**src/hdl/otb_pkg.sv**
```systemverilog
// shared types, constants and the control store for the one-shot timer bank
// no dependencies; imported by otb_seq and one_shot_timer_bank
package otb_pkg;

  localparam int TIMER_COUNT = 8;
  localparam int COUNT_WIDTH = 32;
  localparam int IDX_W       = (TIMER_COUNT > 1) ? $clog2(TIMER_COUNT) : 1;
  localparam int NEXP_W      = 7;
  localparam int SLOT_W      = 6;
  localparam int STEP_W      = 3;

  // request modes
  localparam logic [1:0] MODE_ARM     = 2'd0;
  localparam logic [1:0] MODE_TICK    = 2'd1;
  localparam logic [1:0] MODE_SERVICE = 2'd2;

  // result kinds
  localparam logic [1:0] KIND_ARM_ACK = 2'd0;
  localparam logic [1:0] KIND_TICK    = 2'd1;
  localparam logic [1:0] KIND_EXPIRED = 2'd2;
  localparam logic [1:0] KIND_NONE    = 2'd3;

  // program steps
  localparam logic [STEP_W-1:0] STEP_IDLE     = 3'd0;
  localparam logic [STEP_W-1:0] STEP_ARM      = 3'd1;
  localparam logic [STEP_W-1:0] STEP_TICK     = 3'd2;
  localparam logic [STEP_W-1:0] STEP_TICK_END = 3'd3;
  localparam logic [STEP_W-1:0] STEP_SERVICE  = 3'd4;
  localparam logic [STEP_W-1:0] STEP_NONE     = 3'd5;

  typedef struct packed {
    logic [1:0]  mode;
    logic [7:0]  timer_id;
    logic [31:0] load_count;
  } req_t;

  typedef struct packed {
    logic [1:0]        kind;
    logic [SLOT_W-1:0] slot;
    logic              accepted;
    logic [NEXP_W-1:0] newly_expired;
    logic              last;
  } rsp_t;

  typedef enum logic [1:0] {
    ACT_NONE,
    ACT_ARM,
    ACT_TICK,
    ACT_SERVICE
  } act_t;

  typedef enum logic [2:0] {
    EM_NONE,
    EM_ARM,
    EM_TICK,
    EM_SLOT,
    EM_NONE_EXP
  } emit_t;

  typedef enum logic [1:0] {
    C_INPUT,
    C_ALWAYS,
    C_WALK,
    C_SCAN
  } cond_t;

  typedef struct packed {
    act_t              act;
    emit_t             emit;
    cond_t             cond;
    logic [STEP_W-1:0] target;
  } ucode_t;

  // datapath status seen by the sequencer
  typedef struct packed {
    logic       req_valid;
    logic [1:0] mode;
    logic       go;
    logic       idx_last;
    logic       done_early;
  } stat_t;

  // control word handed to the datapath
  typedef struct packed {
    act_t  act;
    emit_t emit;
    logic  idle;
  } ctrl_t;

  function automatic ucode_t ucode_rom(input logic [STEP_W-1:0] step);
    ucode_t w;
    case (step)
      STEP_IDLE:     w = '{ACT_NONE,    EM_NONE,     C_INPUT,  STEP_IDLE};
      STEP_ARM:      w = '{ACT_ARM,     EM_ARM,      C_ALWAYS, STEP_IDLE};
      STEP_TICK:     w = '{ACT_TICK,    EM_NONE,     C_WALK,   STEP_TICK_END};
      STEP_TICK_END: w = '{ACT_NONE,    EM_TICK,     C_ALWAYS, STEP_IDLE};
      STEP_SERVICE:  w = '{ACT_SERVICE, EM_SLOT,     C_SCAN,   STEP_NONE};
      STEP_NONE:     w = '{ACT_NONE,    EM_NONE_EXP, C_ALWAYS, STEP_IDLE};
      default:       w = '{ACT_NONE,    EM_NONE,     C_INPUT,  STEP_IDLE};
    endcase
    return w;
  endfunction

endpackage

```
**src/hdl/otb_seq.sv**
```systemverilog
// step counter, control store lookup and jump logic for the timer bank
// depends on otb_pkg
module otb_seq import otb_pkg::*; (
  input  logic  clk,
  input  logic  rst,
  input  stat_t stat,
  output ctrl_t ctrl
);

  logic [STEP_W-1:0] step;
  logic [STEP_W-1:0] step_next;
  ucode_t            word;

  assign word = ucode_rom(step);
  assign ctrl = {word.act, word.emit, (word.cond == C_INPUT)};

  always_comb begin
    step_next = step;
    case (word.cond)
      C_INPUT: begin
        if (stat.req_valid) begin
          case (stat.mode)
            MODE_ARM:     step_next = STEP_ARM;
            MODE_TICK:    step_next = STEP_TICK;
            MODE_SERVICE: step_next = STEP_SERVICE;
            default:      step_next = STEP_IDLE;
          endcase
        end
      end
      C_ALWAYS: begin
        if (stat.go) step_next = word.target;
      end
      C_WALK: begin
        if (stat.go && stat.idx_last) step_next = word.target;
      end
      C_SCAN: begin
        // last expired slot reported: done; walked off the end: nothing found
        if (stat.go && stat.done_early) step_next = STEP_IDLE;
        else if (stat.go && stat.idx_last) step_next = word.target;
      end
      default: step_next = STEP_IDLE;
    endcase
  end

  always_ff @(posedge clk) begin
    if (rst) begin
      step <= STEP_IDLE;
    end else begin
      step <= step_next;
    end
  end

endmodule

```
**src/hdl/one_shot_timer_bank.sv**
```systemverilog
// A bank of TIMER_COUNT one-shot countdown timers run by a small microcoded
// sequencer that walks the timer slots one per cycle. An arm request is first
// accepted and then carried out in the arm step; a tick walks every slot, and
// each filled slot's nonzero count is read, decremented and written back; a
// service request stops at the last expired slot or reports none found. A full
// result register decouples the output: a new request is taken while a result
// still waits, and the walk only pauses when it has a result to hand over and
// the register is still occupied. The slot flags, index, expiry count and
// result valid flag are clear after reset, and the block is ready at once.
// depends on otb_pkg and otb_seq
module one_shot_timer_bank import otb_pkg::*; (
  input  logic clk,
  input  logic rst,
  input  logic req_valid,
  output logic req_ready,
  input  req_t req,
  output logic rsp_valid,
  input  logic rsp_ready,
  output rsp_t rsp
);

  logic [COUNT_WIDTH-1:0] remaining [TIMER_COUNT];
  logic [TIMER_COUNT-1:0] filled;
  logic [TIMER_COUNT-1:0] expired;
  logic [IDX_W-1:0]       idx;
  logic [NEXP_W-1:0]      nexp;
  req_t                   item;

  stat_t stat;
  ctrl_t ctrl;

  logic                   accept;
  logic                   out_free;
  logic                   idx_last;
  logic                   any_above;
  logic                   arm_ok;
  logic [IDX_W-1:0]       arm_idx;
  logic [COUNT_WIDTH-1:0] rem_cur;
  logic                   emit_now;
  logic                   go;
  rsp_t                   rsp_next;

  otb_seq u_seq (
    .clk  (clk),
    .rst  (rst),
    .stat (stat),
    .ctrl (ctrl)
  );

  assign req_ready = ctrl.idle;
  assign accept    = req_valid && req_ready;
  assign out_free  = !rsp_valid || rsp_ready;
  assign idx_last  = (idx == IDX_W'(TIMER_COUNT - 1));
  assign arm_idx   = item.timer_id[IDX_W-1:0];
  assign arm_ok    = (item.timer_id < 8'(TIMER_COUNT)) && !filled[arm_idx];
  assign rem_cur   = remaining[idx];

  // any expired slot beyond the current one decides the last mark
  always_comb begin
    any_above = 1'b0;
    for (int i = 0; i < TIMER_COUNT; i++) begin
      if (expired[i] && (i > int'(idx))) any_above = 1'b1;
    end
  end

  always_comb begin
    case (ctrl.emit)
      EM_NONE: go = 1'b1;
      EM_SLOT: go = !expired[idx] || out_free;
      default: go = out_free;
    endcase
  end

  assign stat = {req_valid, req.mode, go, idx_last, (expired[idx] && !any_above)};

  always_comb begin
    emit_now = 1'b0;
    rsp_next = '0;
    case (ctrl.emit)
      EM_ARM: begin
        emit_now          = out_free;
        rsp_next.kind     = KIND_ARM_ACK;
        rsp_next.accepted = arm_ok;
        rsp_next.last     = 1'b1;
      end
      EM_TICK: begin
        emit_now               = out_free;
        rsp_next.kind          = KIND_TICK;
        rsp_next.newly_expired = nexp;
        rsp_next.last          = 1'b1;
      end
      EM_SLOT: begin
        emit_now      = out_free && expired[idx];
        rsp_next.kind = KIND_EXPIRED;
        rsp_next.slot = SLOT_W'(idx);
        rsp_next.last = !any_above;
      end
      EM_NONE_EXP: begin
        emit_now      = out_free;
        rsp_next.kind = KIND_NONE;
        rsp_next.last = 1'b1;
      end
      default: begin
        emit_now = 1'b0;
      end
    endcase
  end

  // count store needs no reset: a count is only read while its slot is filled
  always_ff @(posedge clk) begin
    if (accept) item <= req;
    case (ctrl.act)
      ACT_ARM: begin
        if (arm_ok && stat.go) remaining[arm_idx] <= item.load_count[COUNT_WIDTH-1:0];
      end
      ACT_TICK: begin
        if (filled[idx] && (rem_cur != '0)) remaining[idx] <= rem_cur - 1'b1;
      end
      default: begin
      end
    endcase
  end

  always_ff @(posedge clk) begin
    if (rst) begin
      filled  <= '0;
      expired <= '0;
      idx     <= '0;
      nexp    <= '0;
    end else if (accept) begin
      idx  <= '0;
      nexp <= '0;
    end else begin
      case (ctrl.act)
        ACT_ARM: begin
          if (arm_ok && stat.go) begin
            filled[arm_idx]  <= 1'b1;
            expired[arm_idx] <= 1'b0;
          end
        end
        ACT_TICK: begin
          if (filled[idx] && (rem_cur == COUNT_WIDTH'(1))) begin
            filled[idx]  <= 1'b0;
            expired[idx] <= 1'b1;
            nexp         <= nexp + 1'b1;
          end
          idx <= idx_last ? '0 : idx + 1'b1;
        end
        ACT_SERVICE: begin
          if (stat.go) begin
            expired[idx] <= 1'b0;
            idx          <= idx_last ? '0 : idx + 1'b1;
          end
        end
        default: begin
        end
      endcase
    end
  end

  // result register
  always_ff @(posedge clk) begin
    if (rst) begin
      rsp_valid <= 1'b0;
    end else if (emit_now) begin
      rsp_valid <= 1'b1;
    end else if (rsp_ready) begin
      rsp_valid <= 1'b0;
    end
  end

  always_ff @(posedge clk) begin
    if (emit_now) rsp <= rsp_next;
  end

  a_filled_expired_disjoint: assert property (@(posedge clk) disable iff (rst)
    (filled & expired) == '0)
    else $error("slot both filled and expired");

  a_arm_fills: assert property (@(posedge clk) disable iff (rst)
    (ctrl.act == ACT_ARM && stat.go && arm_ok) |=> filled[$past(arm_idx)])
    else $error("accepted arm did not fill its slot");

  a_last_report_ends: assert property (@(posedge clk) disable iff (rst)
    (ctrl.act == ACT_SERVICE && stat.go && stat.done_early) |=> req_ready)
    else $error("service walk continued past its last report");

  a_nexp_bound: assert property (@(posedge clk) disable iff (rst)
    nexp <= NEXP_W'(TIMER_COUNT))
    else $error("expiry count beyond bank size");

endmodule
```
**config.mk**
```make
export PLATFORM = sky130hd
export DESIGN_NAME = one_shot_timer_bank
export DESIGN_NICKNAME = d
export VERILOG_FILES = /design/src/hdl/otb_pkg.sv /design/src/hdl/otb_seq.sv /design/src/hdl/one_shot_timer_bank.sv
export SDC_FILE = /design/constraint.sdc
export NUM_CORES = 1
export LEC_CHECK = 0
export ABC_AREA = 1
export BUFFER_PORTS_ARGS = -buffer_cell sky130_fd_sc_hd__buf_4
export CORE_MARGIN = 2
export CORE_UTILIZATION = 45
export CTS_CLUSTER_DIAMETER = 150
export DETAILED_ROUTE_END_ITERATION = 8
export PLACE_DENSITY = 0.68
export SYNTH_ARGS = -nofsm -noshare
export SYNTH_HDL_FRONTEND = slang
export SYNTH_HIERARCHICAL = 1
export SYNTH_SLANG_ARGS = --single-unit
```
**constraint.sdc**
```tcl
create_clock -name clk -period 8.05 [get_ports clk]
set_input_delay 0.805 -clock clk [delete_from_list [all_inputs] [get_ports clk]]
set_output_delay 0.805 -clock clk [all_outputs]
set_load 0.02 [all_outputs]
```
==> impl_metrics.ini, run 1 <==
[timing]
fmax_mhz = 173
fin_worst_skew_ps = 24.3
worst_pin_slew_ps = 1260
slew_violations = 0
fin_ws_ps = 2280
hold_viol = 0
setup_viol = 0
fin_crit_sh_pct = 71.6
rsz0062_at_grt = false
period_needed_ps = 5770
maxSlewHeadroom_pct = 16.3
fin_tns_setup_ps = 0

[setup_path]
path_max_fanout = 62
critPathKind = reg2reg
slowest_stage = nor2_4
max_stage_delay_ps = 1000
crit_chain = clkinv_2 -> buf_4 -> buf_4 -> nand2_1 -> nand2_1 -> nand2_1 -> nand3_1 -> nand2_1 -> nand2_1 -> nor2_1 -> nand2_1 -> nor2_2 -> nand2_1 -> nand2_2 -> buf_4 -> nand2_1 -> nand2_1 -> nand2_1 -> nor2_4
arrival_ps = 5900
required_ps = 8180
startpoint_type = flip-flop
path_delay_family = simple AND/OR/NAND/NOR gates
cp_num_buf_inv = 4
path_common_cell = nand2_1
end_kind = flip-flop

[yosys]
synth_cell_types = 39
avgSynthCellArea_um2 = 9.31
async_flop_share_pct = 0
netlist_area_um2 = 16200
synth_top_area_share_pct = 57.4
ys.flop_type = edfxtp_1
synth_top_area_cell = edfxtp_1
synth-seq-area-share_pct = 61.5
synth-seq-cells = 343
netlist_top_cells_area = edfxtp_1, nand2_1, nand3_1
synth_cells = 1741
ys_warn_count = 6
synth-edff-count = 310

[floorplanning]
num_io_pins = 65
chipWidth_um = 194
core_area_um2 = 35500
dieArea_um2 = 37500
fp-row-count = 69
fp.dieH_um = 194
start_util_pct = 45.7

[clock_network]
cts_buffers = 38
clockRootBuffer = clkbuf_16
htreeDepth = 2
cts_setup_buffers = 0
path_clk_slew_ps = 60
cts.repair.resized = 0
cts_tree = built
clk_latency_ps = 540
cts.sinks = 343
clk_path_buf_depth = 3
postCtsHoldBufs = 0

[placed_design]
gp_congestion = 0.939
port_buffers = 61
dp_slack_ps = 2340
hpwl_um = 24200
dp.cells = 2202

[cells_and_area]
drive_gt1_share_pct = 8.86
stdcell_count = 2267
area_delta_synth_final_pct = 11.5
seq_area_um2 = 9970
fillers = 3199
antennaDiodeCount = 0
finalNetCount = 1839
multi_input_area_um2 = 5020

[route]
vias = 11800
wire_per_inst_um = 17.0
drtIter0Drc = 994
wl_um = 38500
via_per_inst = 5.19
dr.pass1.iters = 5
drc = 0
ant_nets = 0

[power_and_ir_drop]
ir_drop_v = 0.000248
p_leak_nw = 7.32
finalPower_w = 0.00633
power_density_nw_per_um2 = 351

[flow_run]
cap_viol_max_count = 0

[worst_hold_path]
hp-class = in2reg

[global_routing]
grt_overflow = 0
antenna_found_initial = 0
grtUsageTotal_pct = 20.2
grt_max_degree = 77
grt_pass1_vias = 11000
grt_pass1_wl_um = 60700

[outcome]
status = completed
-- logic make-up after synthesis --
kind of cell,Yosys count,synth area share [%]
DFF,343,61.5
xor gates and xnor gates,22,1.19
buffers and inverters,289,7.91
and+or+nand+nor,942,24.1
adders and majority gates,12,0.927
other,1,0.0231
AOI/OAI and AO/OA,132,4.38
-- synth_stat cells, types with 5 or more instances --
library cell	n
nor2_1	143
o21ai_1	11
nand2_1	584
nand3_1	158
buf_4	16
ha_1	12
nor3_1	20
edfxtp_1	310
clkinv_1	5
buf_6	11
dfxtp_1	33
clkbuf_1	19
nand2_2	7
nor2_2	6
buf_2	25
inv_1	207
xor2_1	13
xnor2_1	9
o31ai_1	9
o21ai_0	77
nand4_1	15
a21oi_1	23
-- sequential cells by signal, indices dropped and copies added, names as in the netlist, named ones only --
signal / cells
remaining: 256
item: 37
rsp: 14
expired: 8
filled: 8
nexp: 7
arm_idx: 3
idx: 3
u_seq/step: 3
rsp_valid: 1
-- layout by cell type, fill, tap and decap left out, types with 12 or more instances in the layout --
| master | count |
|---|---|
| nand4_1 | 15 |
| edfxtp_1 | 310 |
| clkbuf_16 | 39 |
| a21oi_1 | 23 |
| nor3_1 | 20 |
| nand2_1 | 583 |
| nand3_1 | 158 |
| nor2_1 | 135 |
| o21ai_0 | 77 |
| ha_1 | 12 |
| dfxtp_1 | 31 |
| buf_4 | 71 |
| xor2_1 | 13 |
| inv_1 | 206 |
-- metal layers --
layer / GRT usage, % / vias to the layer above / routed length [um]
li1: - / 5756 / -
met1: 28.2 / 5567 / 17000
met2: 32.5 / 370 / 18300
met3: 3.34 / 77 / 2200
met4: 6.53 / 0 / 1060
met5: 0 / - / 0
-- worst register-to-register path, cell delays in order, from the launching register on --
cell      delay (ps)
dfxtp_4          770
clkinv_2         650
buf_4            480
buf_4            370
nand2_1          120
nand2_1           50
nand2_1           50
nand3_1          100
nand2_1          150
nand2_1           90
nor2_1           110
nand2_1           90
nor2_2           160
nand2_1           80
nand2_2           70
buf_4            450
nand2_1          210
nand2_1          120
nand2_1          230
nor2_4          1000
-- where the power goes --
part	internal (W)	total [W]	switching, W
Clock	0.000920	0.00161	0.000686
Combinational	0.000592	0.00224	0.00165
Sequential	0.00234	0.00249	0.000149
Total	0.00385	0.00633	0.00248
-- worst paths after layout --
check                           slack [ps]       from  depth (start not counted)                to
worst min-delay path                   440     req[7]                          1           item[7]
worst max register to register        2280  flip-flop                         19  remaining[6][19]
worst max-delay path                  2280  flip-flop                         19  remaining[6][19]
worst min register to register         480  filled[0]                          2         filled[0]
-- area by class of cell --
cell class | instances | area share, %
flip-flops and latches | 343 | 55.2
multi-input cells | 1111 | 27.8
clock buffers | 47 | 5.57
inverters | 216 | 4.50
well taps | 461 | 3.19
repair buffers | 71 | 2.95
clock inverters | 18 | 0.748
-- per-stage QoR --
step	util [%]	instance area [um^2]	hold slack, ps
after global placement	47.7	16900	457
final	50.9	18100	444
after global routing	50.9	18100	424
after detailed placement	47.7	16900	469
after floorplan	-	16200	450
after CTS	50.9	18100	423
Power figures use the tool's default switching activity.
==> run 2, diff against run 1 <==
- ABC_AREA: 1 -> 0
- clock period: 8.05 -> 5.95 ns (I/O delays scaled with it)
==> impl_metrics.ini, run 2 <==
[yosys]
netlist_top_cells_count = edfxtp_1, mux4_2, mux2i_1, mux2_2, nor2_1
synth_most_common_cell = edfxtp_1
async_flop_share_pct = 0
netlist_top_cells_area = edfxtp_1, mux4_2, dfxtp_1
synth-edff-count = 310
synth-seq-cells = 343
ys_warn_count = 6
netlist_area_um2 = 15000
avgSynthCellArea_um2 = 16.2
synth_cells = 928
ys.flop_type = edfxtp_1
synth_top_area_share_pct = 62.0
synth_top_area_cell = edfxtp_1
synth-seq-area-share_pct = 66.4
synth_cell_types = 71

[floorplanning]
dieArea_um2 = 34800
chipWidth_um = 187
start_util_pct = 45.9
fp.dieH_um = 187
core_area_um2 = 32700
fp-row-count = 66
num_io_pins = 65

[timing]
setup_viol = 0
fmax_mhz = 213
period_needed_ps = 4690
fin_crit_sh_pct = 78.8
fin_worst_skew_ps = 22.5
rsz0062_at_grt = false
slew_violations = 0
fin_tns_setup_ps = 0
hold_viol = 0
worst_pin_slew_ps = 1080
maxSlewHeadroom_pct = 28.2

[clock_network]
clk_latency_ps = 520
clk_path_buf_depth = 3
cts_setup_buffers = 0
path_clk_slew_ps = 70
postCtsHoldBufs = 0
htreeDepth = 2
clockRootBuffer = clkbuf_16
cts.sinks = 343
cts.repair.resized = 0
cts_buffers = 37
cts_tree = built

[cells_and_area]
largest_register_ffs = 256
top_regs = remaining (256), item (37), rsp (14)
seq_area_um2 = 9980
drive_gt1_share_pct = 25.3
utilization_pct = 52.4
finalNetCount = 1057
multi_input_area_um2 = 4760
fillers = 2663
antennaDiodeCount = 0
top_register = remaining
area_delta_synth_final_pct = 14.2
layout_common_cells = edfxtp_1, buf_4, mux4_2
final_cell_area_um2 = 17100
final_common_cell = edfxtp_1
stdcell_count = 1465

[power_and_ir_drop]
finalPower_w = 0.00515
seq_power_share_pct = 53.3
p_switching_w = 0.00112
p_comb_share_pct = 6.6
ir_drop_v = 0.000185
p_clk_share_pct = 40.2
switching_share_pct = 21.7
power_density_nw_per_um2 = 301
p_int_w = 0.00403
p_leak_nw = 5.37

[global_routing]
grtUsageTotal_pct = 18.1
grt_max_degree = 45
antenna_found_initial = 0
grt_pass1_wl_um = 49000
grt_pass1_vias = 8405
grt_overflow = 0

[route]
vias = 8355
drc = 0
wire_per_inst_um = 21.4
wl_um = 31300
dr.pass1.iters = 5
ant_nets = 0
drtIter0Drc = 684
via_per_inst = 5.70

[placed_design]
gp_congestion = 0.851
hpwl_um = 19200
dp.cells = 1402
place_area_um2 = 16100
port_buffers = 61

[setup_path]
end_kind = flip-flop
critPathKind = reg2reg
ff2ff_path_depth = 9
arrival_ps = 4820
path_max_fanout = 32
r2r-end = remaining[2][9]
required_ps = 6090
rrSetupSlack_ps = 1260
startpoint_type = flip-flop

[flow_run]
cap_viol_max_count = 0

[outcome]
status = completed

[worst_hold_path]
hold_end = item[7]
holdPathStages = 1
hp-class = in2reg
worstHoldStart = req[7]
-- run 2: cell count changes after synthesis, sizes merged, moves of 10 or more --
cell / previous run / this run
mux2i: 0 / 44
buf: 54 / 33
mux4: 0 / 65
or4: 0 / 10
o21ai: 89 / 21
or3: 0 / 11
and2: 0 / 18
nand2b: 0 / 20
nand3: 161 / 21
mux2: 0 / 37
nor2: 150 / 37
nand2: 594 / 32
inv: 211 / 22
-- run 2: worst max-delay path by stage --
stage                          from          endpoint  slack (ps)
after CTS                 flip-flop  remaining[0][14]        1230
after global routing      flip-flop   remaining[3][9]         980
after detailed placement  flip-flop   remaining[2][9]        1270
final                     flip-flop   remaining[2][9]        1260
after floorplan           flip-flop   remaining[7][0]         840
after global placement    flip-flop   remaining[5][8]        1400
-- run 2: kinds of logic after synthesis --
logic type / synth area share (%)
muxes: 15.5
xor gates and xnor gates: 1.75
buffers and inverters: 2.50
and+or+nand+nor: 8.45
DFF: 66.4
AOI/OAI and AO/OA: 4.34
other: 0.0250
adders and majority gates: 1.00
-- run 2: area by class of cell --
type | instances | area share (%)
inverter | 22 | 0.482
multi-input combinational | 512 | 27.8
timing repair buffer | 83 | 4.07
tap | 442 | 3.23
clock inverter | 13 | 0.547
sequential | 343 | 58.2
clock buffer | 50 | 5.69
-- run 2: metal layers --
layer  wire, um  GRT usage, %  vias to the layer above
li1           -             -                     3810
met1      13900          24.9                     4241
met2      15100          29.8                      250
met3       1600          3.12                       54
met4        753          5.28                        0
met5          0             0                        -
-- run 2: metrics by stage --
step | hold WS [ps] | setup slack (ps)
floorplan | 438 | 844
global placement | 458 | 1400
detailed placement | 458 | 1270
CTS | 244 | 1230
global route | 235 | 979
finish | 258 | 1260
-- run 2: power by group through the flow --
stage	clock network, W	registers (W)	logic (W)
after floorplan	0	0.00278	0.000232
after detailed placement	0	0.00279	0.000339
after global routing	0.00221	0.00275	0.000373
after CTS	0.00211	0.00274	0.000340
after global placement	0	0.00279	0.000332
final	0.00207	0.00274	0.000338
-- run 2: worst max-delay path, cell delays in order (launching register included) --
cell and delay (ps):
dfxtp_2 730, buf_12 290, mux4_2 330, mux2i_1 370, nand4_1 260, nor4_2 530
and4_1 420, or2_2 510, mux2i_4 300, buf_4 510
==> run 3, diff against run 2 <==
- ABC_AREA: 0 -> 1
- PLACE_DENSITY: 0.68 -> 0.71
- clock period: 5.95 -> 4.3 ns (I/O delays scaled with it)
==> impl_metrics.ini, run 3 (synthesis gave the netlist of run 1 again) <==
[placed_design]
port_buffers = 61
dp_slack_ps = 618
gp_congestion = 0.993
hpwl_um = 26700

[clock_network]
clk_latency_ps = 540
cts_buffers = 39
postCtsHoldBufs = 0
cts.repair.resized = 0
cts_tree = built
path_clk_slew_ps = 60
clockRootBuffer = clkbuf_16
cts.sinks = 343
cts_setup_buffers = 0
clk_path_buf_depth = 3
htreeDepth = 2

[cells_and_area]
layout_common_cells = nand2_1, edfxtp_1, inv_1
drive_gt1_share_pct = 10.5
finalNetCount = 1868
fillers = 3133
largest_register_ffs = 256
top_register = remaining
final_common_cell = nand2_1
top_regs = remaining (256), item (37), rsp (14)
antennaDiodeCount = 0
area_delta_synth_final_pct = 13.5

[power_and_ir_drop]
ir_drop_v = 0.000430
p_leak_nw = 7.52
power_density_nw_per_um2 = 661

[setup_path]
arrival_ps = 4060
required_ps = 4460
path_delay_family = simple AND/OR/NAND/NOR gates
path_max_fanout = 136
cp_num_buf_inv = 1
max_stage_delay_ps = 950
end_kind = flip-flop
slowest_stage = o21ai_0
crit_chain = buf_12 -> nor2_1 -> nor2_1 -> o21ai_0 -> nand3_1 -> nand2_1 -> nand2_1 -> nor2_1 -> nand2_1 -> nor2_1 -> nand2_1 -> nand2_1 -> nand2_1 -> o21ai_0
startpoint_type = flip-flop
critPathKind = reg2reg
path_common_cell = nand2_1

[timing]
slew_violations = 0
period_needed_ps = 3910
fin_crit_sh_pct = 90.8
fin_ws_ps = 395
fmax_mhz = 256
fin_worst_skew_ps = 18.5
rsz0062_at_grt = false
setup_viol = 0
fin_tns_setup_ps = 0
hold_ws_ps = 67.5
worst_pin_slew_ps = 1230
hold_viol = 0
maxSlewHeadroom_pct = 16.9

[floorplanning]
fp-row-count = 69
start_util_pct = 45.7
dieArea_um2 = 37500
num_io_pins = 65
fp.dieH_um = 194
chipWidth_um = 194
core_area_um2 = 35500

[global_routing]
grt_max_degree = 137
grt_pass1_wl_um = 62900
grt_pass1_vias = 11600
grt_overflow = 0
grtUsageTotal_pct = 21.2
antenna_found_initial = 0

[route]
drc = 0
dr.pass1.iters = 6
wire_per_inst_um = 17.4
via_per_inst = 5.18
drtIter0Drc = 1211
vias = 11900
ant_nets = 0
wl_um = 40000

[flow_run]
cap_viol_max_count = 0

[outcome]
status = completed

[worst_hold_path]
hp-class = in2reg
-- run 3: final timing paths --
| kind | from | endpoint | slack (ps) | cells after the start |
|---|---|---|---|---|
| worst max register to register | flip-flop | remaining[6][19] | 390 | 14 |
| worst max-delay path | flip-flop | remaining[6][19] | 390 | 14 |
| worst min-delay path | req[23] | item[23] | 70 | 1 |
| worst min register to register | nexp[6] | nexp[6] | 470 | 2 |
-- run 3: routing by layer --
| metal | wire length [um] | global-route usage [%] | vias to the layer above |
|---|---|---|---|
| met2 | 19300 | 36.0 | 435 |
| met3 | 2630 | 3.39 | 80 |
| met4 | 1210 | 7.66 | 0 |
| met5 | 0 | 0 | - |
| met1 | 16900 | 27.5 | 5564 |
| li1 | - | - | 5810 |
-- run 3: stage by stage --
| step | std cells | total power [W] | utilization, % | cell area [um^2] |
|---|---|---|---|---|
| floorplan | 1743 | 0.00767 | - | 16200 |
| global placement | 2230 | 0.00909 | 48.6 | 17200 |
| detailed placement | 2230 | 0.00916 | 48.6 | 17200 |
| CTS | 2297 | 0.0122 | 51.8 | 18400 |
| global route | 2297 | 0.0129 | 51.8 | 18400 |
| finish | 2297 | 0.0122 | 51.8 | 18400 |
-- run 3: area by class of cell --
type / instances / area [um^2] / area share [%]
Clock buffer: 47 / 1020 / 5.52
Multi-Input combinational cell: 1111 / 5020 / 27.3
Inverter: 216 / 812 / 4.41
Tap cell: 461 / 577 / 3.14
Sequential cell: 343 / 9970 / 54.2
Timing Repair Buffer: 99 / 856 / 4.65
Clock inverter: 20 / 134 / 0.728
-- run 3: power breakdown --
group | internal [W] | switching [W]
Clock | 0.00174 | 0.00129
Combinational | 0.00125 | 0.00334
Sequential | 0.00438 | 0.000165
